--- src/rtl/drblm_pkg.sv ---
// Shared constants and types for the DRAM row buffer latency model.
package drblm_pkg;

	localparam int ADDR_W     = 48;
	localparam int BANK_COUNT = 16;
	localparam int BANK_W     = $clog2(BANK_COUNT);
	localparam int ROW_W      = ADDR_W - BANK_W;
	localparam int SHIFT_W    = 4;
	localparam int LAT_W      = 8;
	localparam int OUTC_W     = 3;
	localparam int CNT_W      = 48;
	localparam int CFG_IDX_W  = 2;
	localparam int CFG_DATA_W = 4;

	localparam logic [LAT_W-1:0] LAT_ACT   = 8'd45;
	localparam logic [LAT_W-1:0] LAT_CAS   = 8'd45;
	localparam logic [LAT_W-1:0] LAT_PRE   = 8'd45;
	localparam logic [LAT_W-1:0] LAT_BUS   = 8'd10;
	localparam logic [LAT_W-1:0] LAT_FIXED = 8'd100;

	localparam logic [LAT_W-1:0] LAT_HIT      = LAT_CAS + LAT_BUS;
	localparam logic [LAT_W-1:0] LAT_EMPTY    = LAT_ACT + LAT_CAS + LAT_BUS;
	localparam logic [LAT_W-1:0] LAT_CONFLICT = LAT_PRE + LAT_ACT + LAT_CAS + LAT_BUS;

	localparam logic [CNT_W-1:0] CNT_MAX = {CNT_W{1'b1}};

	localparam logic [SHIFT_W-1:0] SHIFT_RESET = 4'd4;

	localparam logic [CFG_IDX_W-1:0] CFG_FIXED_MODE  = 2'd0;
	localparam logic [CFG_IDX_W-1:0] CFG_CLOSE_PAGE  = 2'd1;
	localparam logic [CFG_IDX_W-1:0] CFG_ROW_SHIFT   = 2'd2;

	typedef enum logic [OUTC_W-1:0] {
		OUTC_FIXED    = 3'd0,
		OUTC_CLOSED   = 3'd1,
		OUTC_HIT      = 3'd2,
		OUTC_EMPTY    = 3'd3,
		OUTC_CONFLICT = 3'd4
	} outcome_t;

	// Result of a bank lookup.
	typedef struct packed {
		logic open;
		logic row_match;
	} bank_status_t;

	// One finished transaction handed to the statistics counters.
	typedef struct packed {
		logic             fire;
		logic             is_write;
		logic [LAT_W-1:0] latency;
	} stat_update_t;

endpackage

--- src/rtl/drblm_bank_table.sv ---
// Per-bank open row table with lookup and update.
module drblm_bank_table (
	input  logic                           clk,
	input  logic                           arst_n,
	input  logic [drblm_pkg::BANK_W-1:0]   bank,
	input  logic [drblm_pkg::ROW_W-1:0]    row,
	input  logic                           update,
	output drblm_pkg::bank_status_t        status
);
	import drblm_pkg::*;

	logic [BANK_COUNT-1:0] open_q;
	logic [ROW_W-1:0]      row_id_q [BANK_COUNT];

	always_comb begin
		status.open      = open_q[bank];
		status.row_match = (row_id_q[bank] == row);
	end

	always_ff @(posedge clk or negedge arst_n) begin
		if (!arst_n) begin
			open_q <= '0;
		end else if (update) begin
			open_q[bank] <= 1'b1;
		end
	end

	// Row ids are only looked at once their bank is open.
	always_ff @(posedge clk) begin
		if (update) begin
			row_id_q[bank] <= row;
		end
	end

endmodule

--- src/rtl/drblm_stats.sv ---
// Saturating per-type access counters and latency sums.
module drblm_stats (
	input  logic                         clk,
	input  logic                         arst_n,
	input  drblm_pkg::stat_update_t      upd,
	output logic [drblm_pkg::CNT_W-1:0]  read_accesses,
	output logic [drblm_pkg::CNT_W-1:0]  write_accesses,
	output logic [drblm_pkg::CNT_W-1:0]  read_delay_total,
	output logic [drblm_pkg::CNT_W-1:0]  write_delay_total
);
	import drblm_pkg::*;

	logic [CNT_W-1:0] rd_cnt_q, wr_cnt_q, rd_sum_q, wr_sum_q;
	logic [CNT_W-1:0] cnt_sel, sum_sel, cnt_next, sum_next;
	logic [CNT_W:0]   sum_wide;

	always_comb begin
		cnt_sel  = upd.is_write ? wr_cnt_q : rd_cnt_q;
		sum_sel  = upd.is_write ? wr_sum_q : rd_sum_q;
		cnt_next = (cnt_sel == CNT_MAX) ? CNT_MAX : cnt_sel + CNT_W'(1);
		sum_wide = {1'b0, sum_sel} + {{(CNT_W + 1 - LAT_W){1'b0}}, upd.latency};
		sum_next = sum_wide[CNT_W] ? CNT_MAX : sum_wide[CNT_W-1:0];
	end

	always_ff @(posedge clk or negedge arst_n) begin
		if (!arst_n) begin
			rd_cnt_q <= '0;
			wr_cnt_q <= '0;
			rd_sum_q <= '0;
			wr_sum_q <= '0;
		end else if (upd.fire) begin
			if (upd.is_write) begin
				wr_cnt_q <= cnt_next;
				wr_sum_q <= sum_next;
			end else begin
				rd_cnt_q <= cnt_next;
				rd_sum_q <= sum_next;
			end
		end
	end

	assign read_accesses     = rd_cnt_q;
	assign write_accesses    = wr_cnt_q;
	assign read_delay_total  = rd_sum_q;
	assign write_delay_total = wr_sum_q;

endmodule

--- src/rtl/dram_row_buffer_latency_model_top.sv ---
// Top level of the DRAM row buffer latency model.
// An accepted transaction waits in stage one until the result register is free or drained.
// Throughput: one transaction per cycle while the result side does not stall, set by
// the single bank table lookup and update. Reset (arst_n low) empties all banks, zeroes
// the counters and restores the register defaults: fixed mode off, open page, and a
// row shift of four, the log2 of sixteen lines per row.
module dram_row_buffer_latency_model_top (
	input  logic                                clk,
	input  logic                                arst_n,
	input  logic                                in_valid,
	output logic                                in_stall,
	input  logic [drblm_pkg::ADDR_W-1:0]        line_address,
	input  logic                                is_write,
	output logic                                out_valid,
	input  logic                                out_stall,
	output logic [drblm_pkg::LAT_W-1:0]         latency,
	output logic [drblm_pkg::OUTC_W-1:0]        outcome,
	output logic [drblm_pkg::CNT_W-1:0]         read_accesses,
	output logic [drblm_pkg::CNT_W-1:0]         write_accesses,
	output logic [drblm_pkg::CNT_W-1:0]         read_delay_total,
	output logic [drblm_pkg::CNT_W-1:0]         write_delay_total,
	input  logic                                cfg_valid,
	output logic                                cfg_ready,
	input  logic [drblm_pkg::CFG_IDX_W-1:0]     cfg_index,
	input  logic [drblm_pkg::CFG_DATA_W-1:0]    cfg_data
);
	import drblm_pkg::*;

	// Configuration registers. Writes are always taken; an index past the
	// last register is dropped.
	logic               fixed_mode_q;
	logic               close_page_q;
	logic [SHIFT_W-1:0] row_shift_q;

	assign cfg_ready = 1'b1;

	always_ff @(posedge clk or negedge arst_n) begin
		if (!arst_n) begin
			fixed_mode_q <= 1'b0;
			close_page_q <= 1'b0;
			row_shift_q  <= SHIFT_RESET;
		end else if (cfg_valid && cfg_ready) begin
			case (cfg_index)
				CFG_FIXED_MODE: fixed_mode_q <= cfg_data[0];
				CFG_CLOSE_PAGE: close_page_q <= cfg_data[0];
				CFG_ROW_SHIFT:  row_shift_q  <= cfg_data[SHIFT_W-1:0];
				default:        ;
			endcase
		end
	end

	// Stage one holds the accepted transaction. It moves on into the result
	// register whenever that register is empty or being drained this cycle,
	// and only at that edge are the bank table and counters updated, so each
	// transaction sees the state left by the one before it.
	logic              valid_s1;
	logic [ADDR_W-1:0] addr_s1;
	logic              write_s1;
	logic              advance;

	assign advance  = valid_s1 && (!out_valid || !out_stall);
	assign in_stall = valid_s1 && !advance;

	always_ff @(posedge clk or negedge arst_n) begin
		if (!arst_n) begin
			valid_s1 <= 1'b0;
		end else if (!in_stall) begin
			valid_s1 <= in_valid;
		end
	end

	always_ff @(posedge clk) begin
		if (in_valid && !in_stall) begin
			addr_s1  <= line_address;
			write_s1 <= is_write;
		end
	end

	// Split the address into bank and row: the low bits of the row chunk
	// pick the bank and the rest is the row id.
	logic [ADDR_W-1:0] chunk;
	logic [BANK_W-1:0] bank;
	logic [ROW_W-1:0]  row;
	bank_status_t      bank_status;

	assign chunk = addr_s1 >> row_shift_q;
	assign bank  = chunk[BANK_W-1:0];
	assign row   = chunk[ADDR_W-1:BANK_W];

	drblm_bank_table u_bank_table (
		.clk    (clk),
		.arst_n (arst_n),
		.bank   (bank),
		.row    (row),
		.update (advance && !fixed_mode_q),
		.status (bank_status)
	);

	// Pick the latency class. Fixed mode leaves the banks alone; both page
	// policies record the row as open afterwards.
	logic [LAT_W-1:0] lat_calc;
	outcome_t         outc_calc;

	always_comb begin
		if (fixed_mode_q) begin
			lat_calc  = LAT_FIXED;
			outc_calc = OUTC_FIXED;
		end else if (close_page_q) begin
			lat_calc  = LAT_EMPTY;
			outc_calc = OUTC_CLOSED;
		end else if (bank_status.open && bank_status.row_match) begin
			lat_calc  = LAT_HIT;
			outc_calc = OUTC_HIT;
		end else if (bank_status.open) begin
			lat_calc  = LAT_CONFLICT;
			outc_calc = OUTC_CONFLICT;
		end else begin
			lat_calc  = LAT_EMPTY;
			outc_calc = OUTC_EMPTY;
		end
	end

	// The counters change only when a transaction enters the result
	// register, so they hold steady while that result waits.
	stat_update_t stat_upd;

	assign stat_upd.fire     = advance;
	assign stat_upd.is_write = write_s1;
	assign stat_upd.latency  = lat_calc;

	drblm_stats u_stats (
		.clk               (clk),
		.arst_n            (arst_n),
		.upd               (stat_upd),
		.read_accesses     (read_accesses),
		.write_accesses    (write_accesses),
		.read_delay_total  (read_delay_total),
		.write_delay_total (write_delay_total)
	);

	// Result register.
	logic             out_valid_q;
	logic [LAT_W-1:0] lat_q;
	outcome_t         outc_q;

	always_ff @(posedge clk or negedge arst_n) begin
		if (!arst_n) begin
			out_valid_q <= 1'b0;
		end else if (advance) begin
			out_valid_q <= 1'b1;
		end else if (!out_stall) begin
			out_valid_q <= 1'b0;
		end
	end

	always_ff @(posedge clk) begin
		if (advance) begin
			lat_q  <= lat_calc;
			outc_q <= outc_calc;
		end
	end

	assign out_valid = out_valid_q;
	assign latency   = lat_q;
	assign outcome   = outc_q;

endmodule

--- config.mk ---
export PLATFORM = sky130hd
export DESIGN_NAME = dram_row_buffer_latency_model_top
export DESIGN_NICKNAME = d
export VERILOG_FILES = /design/src/rtl/drblm_pkg.sv /design/src/rtl/drblm_bank_table.sv /design/src/rtl/drblm_stats.sv /design/src/rtl/dram_row_buffer_latency_model_top.sv
export SDC_FILE = /design/constraint.sdc
export NUM_CORES = 1
export LEC_CHECK = 0
export BUFFER_PORTS_ARGS = -buffer_cell sky130_fd_sc_hd__buf_2
export CAP_MARGIN = 15
export CORE_UTILIZATION = 35
export DETAILED_ROUTE_END_ITERATION = 7
export GPL_ROUTABILITY_DRIVEN = 0
export PLACE_DENSITY_LB_ADDON = 0.25
export SYNTH_ARGS = -nofsm -noshare
export SYNTH_HDL_FRONTEND = slang
export SYNTH_SLANG_ARGS = --single-unit
--- constraint.sdc ---
create_clock -name clk -period 9.5 [get_ports clk]
set_input_delay 0.95 -clock clk [delete_from_list [all_inputs] [get_ports clk]]
set_output_delay 0.95 -clock clk [all_outputs]
set_load 0.02 [all_outputs]
==> flow_metrics.env <==
export IMPL_via_count=31600
export IMPL_cts_sinks=977
export IMPL_synth_edf_count=761
export IMPL_crit_path_max_incr_delay_ps=730
export IMPL_grt_max_degree=79
export IMPL_post_cts_buffers=0
export IMPL_setup_viol=0
export IMPL_cts_htree_levels=3
export IMPL_area_growth_syn_to_layout_pct=16.1
export IMPL_clockBufferDepth=3
export IMPL_max_slew_margin=0.212
export IMPL_final_nets=3910
export IMPL_fin_skew_ps=88.3
export IMPL_synthDistinctLibCells=93
export IMPL_ys_flop_type="edfxtp_1"
export IMPL_antenna_found_initial=8
export IMPL_syn_inst=3575
export IMPL_critPathRequiredTime_ps=10150
export IMPL_port_buffers=263
export IMPL_dp_hpwl_mm=88.7
export IMPL_grt_first_pass_wirelength_mm=209
export IMPL_setup_ws_ps=532
export IMPL_fin_area_sq_mm=0.0511
export IMPL_initial_core_util=0.354
export IMPL_peakVddDrop_mv=0.169
export IMPL_grt_pass1_vias=30000
export IMPL_cts_tree="built"
export IMPL_cts_resized_gates=0
export IMPL_overflow=0
export IMPL_drt_pass1_iterations=6
export IMPL_track_usage=0.221
export IMPL_synth_most_common_cell="edfxtp_1"
export IMPL_r2r_end="u_stats.write_delay_total[43]"
export IMPL_fin_crit_sh=0.944
export IMPL_outcome="completed"
export IMPL_synth_area_per_cell_sq_um=12.3
export IMPL_hold_path_class="input port to asynchronous set/reset pin"
export IMPL_fp_row_count=129
export IMPL_first_iter_violations=3268
export IMPL_syn_area_sq_mm=0.0440
export IMPL_die_x_um=357
export IMPL_leakagePower_uw=0.0187
export IMPL_ctsHoldBuffers=0
export IMPL_wl_per_cell_um=25.7
export IMPL_clk_latency_ps=740
export IMPL_netlist_top_cells_count="edfxtp_1 (761), nand2_1 (476), nor2_1 (236)"
export IMPL_cp_slowest_cell="a2111oi_0"
export IMPL_rr_worst_depth=29
export IMPL_ant_nets=0
export IMPL_place_ws_ps=464
export IMPL_ys_ff_latch=977
export IMPL_reg2reg_slack_ps=530
export IMPL_rsz0062_at_grt="false"
export IMPL_crit_type="flip-flop to flip-flop"
export IMPL_synthesis_nets=3644
export IMPL_routed_via_density=5.68
export IMPL_synth_top_area_frac=0.519
export IMPL_synthArstFlopShare=0.221
export IMPL_synth_area_leaders="edfxtp_1 (52%), dfrtp_1 (12%), nand2_1 (4.1%)"
export IMPL_cp_start_kind="flip-flop"
export IMPL_die_h_um=357
export IMPL_crit_start="row_shift_q[1]"
export IMPL_tns_ps=0
export IMPL_finalWirelength_mm=143
export IMPL_yosysSeqAreaShare=0.642
export IMPL_yosysTopAreaCell="edfxtp_1"
export IMPL_crit_fanout=39
export IMPL_crit_path_end_kind="flip-flop"
export IMPL_worst_slew_pin_slew_ps=1180
export IMPL_drc=0
export IMPL_layout_drive_gt1_share=0.190
export IMPL_dieArea_sq_mm=0.127
export IMPL_crit_top_cell="buf_4"
export IMPL_r2r_start="row_shift_q[1]"
export IMPL_cts_buffers=104
export IMPL_postLayoutCoreUtil=0.411
export IMPL_drv_cap=0
export IMPL_ios=266
export IMPL_drv_slew=0
export IMPL_ctsRootBufferMaster="clkbuf_16"
export IMPL_clock_fmax_mhz=112
export IMPL_finalCriticalPeriod_ps=8970
export IMPL_final_hold_viol_count=0
export IMPL_coreArea_sq_mm=0.124
export IMPL_clkTransAtPathRegs_ps=60
export IMPL_ys_warn_count=0
export IMPL_power_density_mw_per_mm2=271
export IMPL_placed_area_sq_mm=0.0476
export IMPL_arrival_ps=9620
-- sequential cells by signal (all words and copies together), names as in the netlist, 5 cells and up --
name / count
u_stats.read_delay_total: 48
addr_s1: 48
u_bank_table.row_id_q: 704
u_stats.read_accesses: 48
u_bank_table.open_q: 16
u_stats.write_delay_total: 48
latency: 5
u_stats.write_accesses: 48
-- area by class of cell --
class | count | area (sq um)
fill | 11700 | 73200
antenna | 6 | 15.0
tap | 1637 | 2050
clock buffer | 122 | 2750
inverter | 29 | 113
clock inverter | 71 | 661
multi-input combinational | 2324 | 14800
timing repair buffer | 405 | 2470
sequential | 977 | 28300
-- worst max path at each step --
stage / end
6_report: u_stats.write_delay_total[43]
5_1_grt: u_stats.read_delay_total[42]
4_1_cts: u_stats.write_delay_total[43]
3_5_place_dp: u_stats.read_delay_total[42]
3_3_place_gp: u_stats.read_delay_total[43]
2_1_floorplan: u_stats.write_delay_total[0]
-- cells in the final DEF, fill, tap and decap left out, types with 24 or more instances in the layout --
cell,count
a31oi_1,111
nand3_1,62
o22ai_1,24
edfxtp_1,761
nor2b_1,31
mux2i_1,131
inv_1,27
nor2_1,218
dfrtp_1,212
clkbuf_16,105
a211oi_1,143
xnor2_1,50
nor3_1,49
and3_1,132
o21ai_0,176
mux2_2,54
clkinv_1,25
nand2_1,473
buf_4,136
xor2_1,25
a21oi_1,178
a2111oi_0,24
mux4_2,30
buf_2,262
or2_2,25
-- metal layers --
metal  share of wire  vias up  track usage
li1                -    14200            -
met1            0.43    16000        0.301
met2            0.48     1216        0.360
met3           0.058      241       0.0313
met4           0.033        0       0.0747
met5               0        -            0
-- stage by stage --
step / hold slack (ps) / cells / total power (uW)
6_report: 177 / 5571 / 13900
5_1_grt: 197 / 5570 / 14400
4_1_cts: 175 / 5564 / 13900
3_5_place_dp: 453 / 5371 / 9820
3_3_place_gp: 451 / 5371 / 9800
2_1_floorplan: 439 / 3575 / 8090
-- kinds of logic after synthesis --
kind of cell / after synthesis / share of synthesized area
other: 2 / 0.000171
adder cells (fa/ha/maj): 9 / 0.00273
AO/OA/AOI/OAI: 881 / 0.132
AND/OR/NAND/NOR: 1141 / 0.121
XOR/XNOR: 75 / 0.0149
flip-flops: 977 / 0.642
multiplexers: 216 / 0.0595
buffers and inverters: 274 / 0.0278
-- power breakdown --
group          switching, uW  internal, uW  leakage (uW)
Clock                   1780          2300       0.00166
Sequential               194          5200       0.00973
Combinational           3010          1370       0.00733
-- worst max-delay path: cells and delay by family, from the launching register on --
kind | cells | cell delay (ps)
xor gates and xnor gates | 1 | 90
AOI/OAI and AO/OA | 12 | 3020
muxes | 1 | 170
and+or+nand+nor | 10 | 3150
adders and majority gates | 1 | 470
buffers and inverters | 4 | 1200
DFF | 1 | 700
(Power assumes the default switching activity.)
